### src/assert_macros.svh
// Assertion macros shared by the decoder modules.
// Depends on clk_i and rst_ni being visible in the module that uses them.
`ifndef ASSERT_MACROS_SVH
`define ASSERT_MACROS_SVH

// Property checked on every rising edge outside reset.
`define LZD_ASSERT(lbl, prop) \
  lbl: assert property (@(posedge clk_i) disable iff (!rst_ni) prop) \
    else $error("decoder assertion failed");

// Same check with a caller supplied message.
`define LZD_ASSERT_MSG(lbl, prop, msg) \
  lbl: assert property (@(posedge clk_i) disable iff (!rst_ni) prop) \
    else $error(msg);

`endif

### src/lzd_pkg.sv
// Package for the packet stream decoder: constants, codes and the
// command/status structs between controller and datapath. No dependencies.
`timescale 1ns / 1ps

package lzd_pkg;

  localparam int WINDOW_DEPTH = 4096;
  localparam int AW           = $clog2(WINDOW_DEPTH);
  localparam int FW           = AW + 1;
  localparam logic [16:0] POS_MAX = 17'h1FFFF;

  localparam logic [1:0] STAT_END   = 2'd0;
  localparam logic [1:0] STAT_TRUNC = 2'd1;
  localparam logic [1:0] STAT_RANGE = 2'd2;

  typedef enum logic [1:0] {
    EM_NONE,
    EM_LIT,
    EM_COPY,
    EM_STAT
  } emit_e;

  typedef struct packed {
    logic       take_in;
    logic       hold_lo;
    logic       set_pend_hdr;
    logic       set_pend_abs;
    logic       set_cnt;
    logic       load_flags;
    logic       load_lit8;
    logic       dec_lit;
    logic       finish;
    logic       start_copy;
    logic       rd_issue;
    logic       copy_step;
    emit_e      emit;
    logic       emit_last;
    logic [1:0] stat_code;
  } cmd_t;

  typedef struct packed {
    logic pos_eq;
    logic byte_zero;
    logic cnt_zero;
    logic flag0;
    logic fin_zero;
    logic lit_one;
    logic off_bad;
    logic copy_last;
    logic out_free;
    logic last_in;
  } stat_t;

endpackage

### src/lzd_ctrl.sv
// Controller of the decoder: stream phase and per-byte sequencing.
// Depends on lzd_pkg and assert_macros.svh.
`timescale 1ns / 1ps
`include "assert_macros.svh"

module lzd_ctrl (
  input  logic          clk_i,
  input  logic          rst_ni,
  input  logic          in_valid_i,
  output logic          in_ready_o,
  input  lzd_pkg::stat_t st_i,
  output lzd_pkg::cmd_t  cmd_o
);

  typedef enum logic [2:0] {S_IDLE, S_EVAL, S_RD, S_WR, S_TAIL} state_e;
  typedef enum logic [3:0] {
    P_HDR_LO, P_HDR_HI, P_TOP, P_END_LO, P_END_HI, P_LIT8, P_ITEM, P_WORD_HI, P_DONE
  } phase_e;

  state_e state_q, state_d;
  phase_e phase_q, phase_d;

  assign in_ready_o = (state_q == S_IDLE);

  // Next state, next phase and datapath commands.
  always_comb begin
    state_d = state_q;
    phase_d = phase_q;
    cmd_o   = '0;
    cmd_o.emit = lzd_pkg::EM_NONE;
    unique case (state_q)
      S_IDLE: begin
        if (in_valid_i) begin
          cmd_o.take_in = 1'b1;
          state_d = S_EVAL;
        end
      end
      S_EVAL: begin
        state_d = S_TAIL;
        unique case (phase_q)
          P_HDR_LO: begin
            cmd_o.hold_lo = 1'b1;
            phase_d = P_HDR_HI;
          end
          P_HDR_HI: begin
            cmd_o.set_pend_hdr = 1'b1;
            phase_d = P_TOP;
          end
          P_TOP: begin
            if (st_i.pos_eq) begin
              if (st_i.cnt_zero) begin
                if (st_i.out_free) begin
                  cmd_o.emit      = lzd_pkg::EM_STAT;
                  cmd_o.stat_code = lzd_pkg::STAT_END;
                  cmd_o.emit_last = 1'b1;
                  phase_d = P_DONE;
                end else begin
                  state_d = S_EVAL;
                end
              end else begin
                cmd_o.set_cnt = 1'b1;
                phase_d = P_END_LO;
              end
            end else if (st_i.byte_zero) begin
              cmd_o.load_lit8 = 1'b1;
              phase_d = P_LIT8;
            end else begin
              cmd_o.load_flags = 1'b1;
              phase_d = P_ITEM;
            end
          end
          P_END_LO: begin
            cmd_o.hold_lo = 1'b1;
            phase_d = P_END_HI;
          end
          P_END_HI: begin
            cmd_o.set_pend_abs = 1'b1;
            phase_d = P_TOP;
          end
          P_LIT8: begin
            if (st_i.out_free) begin
              cmd_o.emit      = lzd_pkg::EM_LIT;
              cmd_o.emit_last = !st_i.last_in;
              cmd_o.dec_lit   = 1'b1;
              if (st_i.lit_one) phase_d = P_TOP;
            end else begin
              state_d = S_EVAL;
            end
          end
          P_ITEM: begin
            if (st_i.flag0) begin
              cmd_o.hold_lo = 1'b1;
              phase_d = P_WORD_HI;
            end else if (st_i.out_free) begin
              cmd_o.emit      = lzd_pkg::EM_LIT;
              cmd_o.emit_last = !st_i.last_in;
              cmd_o.finish    = 1'b1;
              phase_d = st_i.fin_zero ? P_TOP : P_ITEM;
            end else begin
              state_d = S_EVAL;
            end
          end
          P_WORD_HI: begin
            if (st_i.off_bad) begin
              if (st_i.out_free) begin
                cmd_o.emit      = lzd_pkg::EM_STAT;
                cmd_o.stat_code = lzd_pkg::STAT_RANGE;
                cmd_o.emit_last = 1'b1;
                phase_d = P_DONE;
              end else begin
                state_d = S_EVAL;
              end
            end else begin
              cmd_o.start_copy = 1'b1;
              state_d = S_RD;
            end
          end
          default: begin
            // Finished stream: the byte is dropped.
            phase_d = P_DONE;
            state_d = S_IDLE;
          end
        endcase
      end
      S_RD: begin
        cmd_o.rd_issue = 1'b1;
        state_d = S_WR;
      end
      S_WR: begin
        if (st_i.out_free) begin
          cmd_o.emit      = lzd_pkg::EM_COPY;
          cmd_o.emit_last = st_i.copy_last && !st_i.last_in;
          cmd_o.copy_step = 1'b1;
          if (st_i.copy_last) begin
            cmd_o.finish = 1'b1;
            phase_d = st_i.fin_zero ? P_TOP : P_ITEM;
            state_d = S_TAIL;
          end else begin
            state_d = S_RD;
          end
        end
      end
      S_TAIL: begin
        // A last input byte on an open stream reports truncation.
        if (st_i.last_in && phase_q != P_DONE) begin
          if (st_i.out_free) begin
            cmd_o.emit      = lzd_pkg::EM_STAT;
            cmd_o.stat_code = lzd_pkg::STAT_TRUNC;
            cmd_o.emit_last = 1'b1;
            phase_d = P_DONE;
            state_d = S_IDLE;
          end
        end else begin
          state_d = S_IDLE;
        end
      end
      default: state_d = S_IDLE;
    endcase
  end

  // State and phase registers.
  always_ff @(posedge clk_i or negedge rst_ni) begin
    if (!rst_ni) begin
      state_q <= S_IDLE;
      phase_q <= P_HDR_LO;
    end else begin
      state_q <= state_d;
      phase_q <= phase_d;
    end
  end

  // A copy byte is only emitted after its history read, once the output register is free.
  `LZD_ASSERT(a_wr_after_rd, (state_q == S_WR) |-> ($past(state_q) == S_RD || $past(state_q) == S_WR))
  // A finished stream never emits another result.
  `LZD_ASSERT_MSG(a_done_quiet, (phase_q == P_DONE) |-> (cmd_o.emit == lzd_pkg::EM_NONE), "emit after done")

endmodule

### config.mk
export PLATFORM = sky130hd
export DESIGN_NAME = lzd_ctrl
export DESIGN_NICKNAME = d
export VERILOG_FILES = /design/src/lzd_pkg.sv /design/src/lzd_ctrl.sv
export VERILOG_INCLUDE_DIRS = /design/src /design/src/src
export SDC_FILE = /design/constraint.sdc
export NUM_CORES = 1
export LEC_CHECK = 0
export BUFFER_PORTS_ARGS = -buffer_cell sky130_fd_sc_hd__buf_2
export CELL_PAD_IN_SITES_DETAIL_PLACEMENT = 2
export CELL_PAD_IN_SITES_GLOBAL_PLACEMENT = 2
export CORE_MARGIN = 5
export CORE_UTILIZATION = 25
export CTS_CLUSTER_DIAMETER = 100
export DETAILED_ROUTE_END_ITERATION = 10
export PLACE_DENSITY_LB_ADDON = 0.1
export RECOVER_POWER = 25
export SLEW_MARGIN = 30
export SYNTH_ARGS = -nofsm -noshare
export SYNTH_HDL_FRONTEND = slang
export SYNTH_SLANG_ARGS = --single-unit
### constraint.sdc
create_clock -name clk_i -period 1.8 [get_ports clk_i]
set_clock_uncertainty 0.15 [all_clocks]
set_input_delay 0.27 -clock clk_i [delete_from_list [all_inputs] [get_ports clk_i]]
set_output_delay 0.27 -clock clk_i [all_outputs]
set_load 0.01 [all_outputs]
==> results of run 1 <==
## registers in the layout, summed over array words and instances (netlist names)
name / flops
state_q: 3
phase_q: 4
## metrics by stage
step / worst slack, ns / TNS (ns)
after floorplan: -0.156 / -0.727
after global placement: -0.258 / -2.18
after detailed placement: -0.298 / -2.64
after CTS: -0.363 / -4.18
after global routing: -0.591 / -7.88
final: -0.503 / -6.38
## cells in the mapped netlist (3+ instances only)
cell / count
dfrtp_1: 7
o21a_1: 3
a21oi_1: 9
nand2_1: 12
o21ai_0: 9
and3_1: 3
nand3_1: 4
o2bb2ai_1: 3
buf_6: 3
nor2b_1: 4
clkbuf_1: 4
inv_1: 4
nor2_1: 9
nor3_1: 13
nand3b_1: 3
## worst paths after layout
kind / endpoint / slack (ns) / cells after the start
max: cmd_o[2] / -0.50 / 7
min: state_q[2]$_DFFE_PN0P_ / 0.23 / 3
max reg2reg: phase_q[2]$_DFFE_PN0P_ / -0.41 / 6
min reg2reg: state_q[1]$_DFFE_PN0P_ / 0.54 / 2
max in group asynchronous: state_q[0]$_DFFE_PN0P_ / 0.65 / 2
min in group asynchronous: phase_q[3]$_DFFE_PN0P_ / 0.43 / 2
## kinds of logic (layout without fill, tap and decap cells)
group	count (synthesis)	count (layout)	synth area share [%]
AND/OR/NAND/NOR	67	67	39.5
AO/OA/AOI/OAI	43	43	33.0
buffers and inverters	15	114	10.1
flip-flops	7	7	17.3
## where the power goes
| part | switching, mW | total, mW | internal [mW] |
|---|---|---|---|
| sequential | 0.133 | 0.359 | 0.225 |
| combinational | 1.31 | 2.69 | 1.38 |
| clock | 0.0899 | 0.245 | 0.155 |
## layout make-up
| type | count | share of cell area [%] |
|---|---|---|
| tap | 50 | 2.94 |
| timing repair buffer | 105 | 38.0 |
| inverter | 5 | 1.00 |
| clock buffer | 4 | 2.12 |
| multi-input combinational | 110 | 47.4 |
| sequential | 7 | 8.54 |
## per-layer routing
metal	vias up	global-route usage [%]
li1	699	-
met1	790	30.6
met2	59	42.2
met3	22	2.87
met4	0	8.45
met5	-	0
## worst max-delay path: cells and delay by family (launching register included)
kind	cells	cell delay, ns
buffers and inverters	3	0.48
flip-flops	1	0.46
AND/OR/NAND/NOR	2	0.35
AO/OA/AOI/OAI	2	0.34
## repair_timing
action / in CTS / in global routing
hold buffers: 1 / 0
endpoints found under the hold margin: 7 / 0
endpoints found under the setup margin: 22 / 24
setup buffers: 16 / 16
pin swaps: 22 / 18
gates resized for setup: 53 / 30
==> impl_metrics.ini, run 1 <==
[run_status]
status = finished, violations left
violations = negative setup slack

[floorplan]
rows = 23
core_area_um2 = 3970
die_area_um2 = 5420
pin_count = 31
initial_core_util_pct = 25.5
die_y_um = 73.6
die_w_um = 73.6

[detailed_routing]
viasPerCell = 5.59
drt-total-wl_um = 7380
drc_errors = 0
drtPass1Iterations = 4
topRoutingLayerUsed = met4
route.met2.wl_um = 3760
wl_met3_um = 317
antenna_left = 0
wl_met1_um = 3040
drtIter0Drc = 55
vias = 1570
wl_per_cell_um = 26.2

[sta]
relSlewSlack_pct = 60.9
setup_viol = 23
fmax_ghz = 0.434
period_needed_ns = 2.30
finalMaxSlewViolations = 0
worst_slew_pin_slew_ns = 0.586
fin_hold_ws_ns = 0.228
setup_ws_ns = -0.503
hold_viol_final = 0
grt_setup_unrepaired = true
post-route-period-util_pct = 128

[layout]
seq_area_um2 = 181
nets = 245
n_fill_cell = 422
multi_input_area_um2 = 1010
finish.utilization_pct = 53.5
area_growth_pct = 110
final_cell_mix = buf_4 (55), buf_2 (27), buf_6 (20), nand2_1 (11), nor2_1 (6)
final_cells = 281
drive_gt1_share_pct = 71.0
final_area_um2 = 2120
final_common_cell = buf_4
n_antenna_cell = 0

[placement]
post-place-cells = 246
gp_congestion = 0.795
dp_hpwl_um = 4010
numPortBuffers = 30
dpl_cell_area_um2 = 1500

[global_route]
antenna_found_initial = 0
grt-ovfl-total = 0
grt.total_usage_pct = 24.3
grt_max_degree = 10
grt_pass1_wl_um = 9860
grt_pass1_vias = 1689

[run]
max-cap-violations = 0

[clock_network]
cts_htree_levels = 1
cts-root-buf = clkbuf_8
cts_tree = built
clkLatencyLatePin_ns = 0.24
clockBufferDepth = 2
clock_sinks = 7
clk_pin_slew_ns = 0.05
cts_buffers = 3

[setup_path]
critical-path-max-stage-delay_ns = 0.46
path_max_fanout = 4
start_kind = register
critical_path.endpoint_type = output pin
reg2reg_from = state_q[1]$_DFFE_PN0P_
crit_path_start = phase_q[3]$_DFFE_PN0P_
crit_arrival_ns = 1.88
worst_ep_required_time_ns = 1.38
slowest_stage = dfrtp_2
path_cells = buf_12 > nor4b_4 > buf_4 > nand3b_1 > a21oi_1 > o21a_1 > buf_2
crit_type = reg -> out

[synthesis]
synth_ff_type = dfrtp_1
synth_area_um2 = 1010
synth_edf_count = 0
synth-warning-count = 0
synth_seq_cells = 7
yosysTopAreaCellShare_pct = 17.3
netlist_instances = 132
synth_cell_types = 50
synth_seq_area_share_pct = 17.3
synth.area.top_cells = dfrtp_1 (17%), nor3_1 (6.4%), a21oi_1 (4.5%)
ys_async_sr_fraction_pct = 100
syn-num-nets = 145
yosys.area.top_type = dfrtp_1
syn_avg_cell_area_um2 = 7.66

[power]
vdd_drop_max_mv = 0.755
p_total_mw = 3.30
power_density_nw_per_um2 = 1550
p_leak_nw = 0.935

[min_path]
worstHoldPathType = in -> reg
hold_path.startpoint = st_i[1]
Note: power is estimated with default switching activity, not from simulation.
==> run 2, diff against run 1 <==
==> constraint.sdc (replaced) <==
create_clock -name clk_i -period 1.8 [get_ports clk_i]
set_clock_uncertainty 0.15 [all_clocks]
set_input_delay 0.18 -clock clk_i [delete_from_list [all_inputs] [get_ports clk_i]]
set_output_delay 0.18 -clock clk_i [all_outputs]
set_load 0.01 [all_outputs]
==> run 2 against run 1 <==
Compared with the run above: the run still ends with negative setup slack left; clock power down 5%; global-route usage down 3.2 points; sequential share of layout area increased by 0.86 points; critical path type is now reg -> reg.
==> impl_metrics.ini, run 2 (same netlist as run 1, synthesis figures left out) <==
[sta]
fmax_ghz = 0.452
post-route-period-util_pct = 123
grt_setup_unrepaired = true
relSlewSlack_pct = 65.2
period_needed_ns = 2.21
hold_viol_final = 0
setup_viol = 19
finalMaxSlewViolations = 0
worst_slew_pin_slew_ns = 0.509
setup_ws_ns = -0.410

[clock_network]
cts_buffers = 3
clkLatencyLatePin_ns = 0.23
cts_htree_levels = 1
cts_tree = built
clockBufferDepth = 2
clk_pin_slew_ns = 0.04
cts-root-buf = clkbuf_8
clock_sinks = 7

[power]
p_leak_nw = 0.834
vdd_drop_max_mv = 0.691
power_density_nw_per_um2 = 1490

[detailed_routing]
antenna_left = 0
viasPerCell = 5.46
drtIter0Drc = 66
wl_per_cell_um = 23.6
vias = 1452
drt-total-wl_um = 6290
drtPass1Iterations = 4
drc_errors = 0

[floorplan]
initial_core_util_pct = 25.5
die_w_um = 73.6
die_y_um = 73.6
die_area_um2 = 5420
rows = 23
pin_count = 31
core_area_um2 = 3970

[placement]
dp_hpwl_um = 3950
numPortBuffers = 30
gp_congestion = 0.839
dp_slack_ns = -0.203
dpl_cell_area_um2 = 1480

[layout]
largest_register_ffs = 4
top_register = phase_q
final_common_cell = buf_4
nets = 230
n_fill_cell = 441
n_antenna_cell = 0
final_area_um2 = 1930
finish.utilization_pct = 48.6
drive_gt1_share_pct = 63.4
area_growth_pct = 91.0
final_cell_mix = buf_4 (44), buf_2 (27), buf_6 (16), nand2_1 (11), nor3_1 (7)
top_regs = phase_q x4, state_q x3

[global_route]
grt-ovfl-total = 0
grt_pass1_vias = 1640
grt.total_usage_pct = 21.1
grt_max_degree = 11
antenna_found_initial = 0
grt_pass1_wl_um = 8740

[setup_path]
slowest_stage = dfrtp_2
crit_arrival_ns = 2.17
crit_type = reg -> reg
path_cells = nor3b_4 > o311ai_4 > buf_4 > a221o_2 > a31o_4 > a32o_1
cp_top_family = compound AO/OA/AOI/OAI gates
critical-path-max-stage-delay_ns = 0.44
path_buf_inv = 1
critical_path.endpoint_type = register
start_kind = register
path_max_fanout = 4
worst_ep_required_time_ns = 1.76
r2r_slack_ns = -0.41

[run]
max-cap-violations = 0

[min_path]
worstHoldPathType = in -> reg

[run_status]
status = finished, violations left
violations = negative setup slack
[run 2: cell types whose count changed in the layout (fill, tap and decap cells not counted), sizes merged]
cell and delta:
buf -15
[run 2: path summary, 6_finish.rpt]
path / startpoint / end / cells past startpoint
min in group asynchronous: rst_ni / phase_q[0]$_DFFE_PN0P_ / 2
hold / removal: in_valid_i / state_q[0]$_DFFE_PN0P_ / 3
max in group asynchronous: rst_ni / phase_q[2]$_DFFE_PN0P_ / 2
setup / recovery: state_q[1]$_DFFE_PN0P_ / phase_q[2]$_DFFE_PN0P_ / 6
hold reg to reg: phase_q[3]$_DFFE_PN0P_ / phase_q[3]$_DFFE_PN0P_ / 2
setup reg to reg: state_q[1]$_DFFE_PN0P_ / phase_q[2]$_DFFE_PN0P_ / 6
[run 2: worst reg2reg max path: stages, from the launching register on]
cell	delay, ns
dfrtp_2	0.44
nor3b_4	0.31
o311ai_4	0.18
buf_4	0.18
a221o_2	0.39
a31o_4	0.24
a32o_1	0.20
[run 2: layer usage]
layer	wire [µm]	up-vias	track usage, %	part of all wire (%)
met2	3340	35	39.9	53
met3	188	6	3.28	3.0
li1	-	669	-	-
met5	0	-	0	0
met4	74	0	2.01	1.2
met1	2690	742	25.5	43
[run 2: through the flow]
step / total power, mW / std cells / TNS, ns / hold slack, ns
after detailed placement: 1.86 / 244 / -1.40 / -0.123
after floorplan: 1.20 / 132 / -0.457 / -0.266
after global routing: 3.03 / 266 / -5.34 / 0.277
after CTS: 2.38 / 263 / -3.99 / 0.199
final: 2.87 / 266 / -4.37 / 0.232
after global placement: 1.79 / 244 / -1.05 / -0.131
[run 2: report_power, final]
| part | total, mW | leakage [nW] | internal [mW] | switching [mW] |
|---|---|---|---|---|
| Sequential | 0.331 | 0.0852 | 0.226 | 0.105 |
| Clock | 0.232 | 0.0228 | 0.154 | 0.0775 |
| Combinational | 2.31 | 0.726 | 1.16 | 1.15 |
[run 2: timing repair]
action	CTS	global route
pin swaps	10	23
endpoints found under the setup margin	20	22
setup buffers	15	5
cloned	0	0
hold endpoints to repair	7	0
hold buffers	1	0
gates resized for setup	21	45
[run 2: cell type report]
| type | instances | area, µm² | share of cell area, % |
|---|---|---|---|
| Clock buffer | 4 | 45.0 | 2.33 |
| Inverter | 5 | 18.8 | 0.972 |
| Multi-Input combinational cell | 110 | 948 | 49.1 |
| Sequential cell | 7 | 181 | 9.40 |
| Tap cell | 50 | 62.6 | 3.24 |
| Timing Repair Buffer | 90 | 674 | 34.9 |
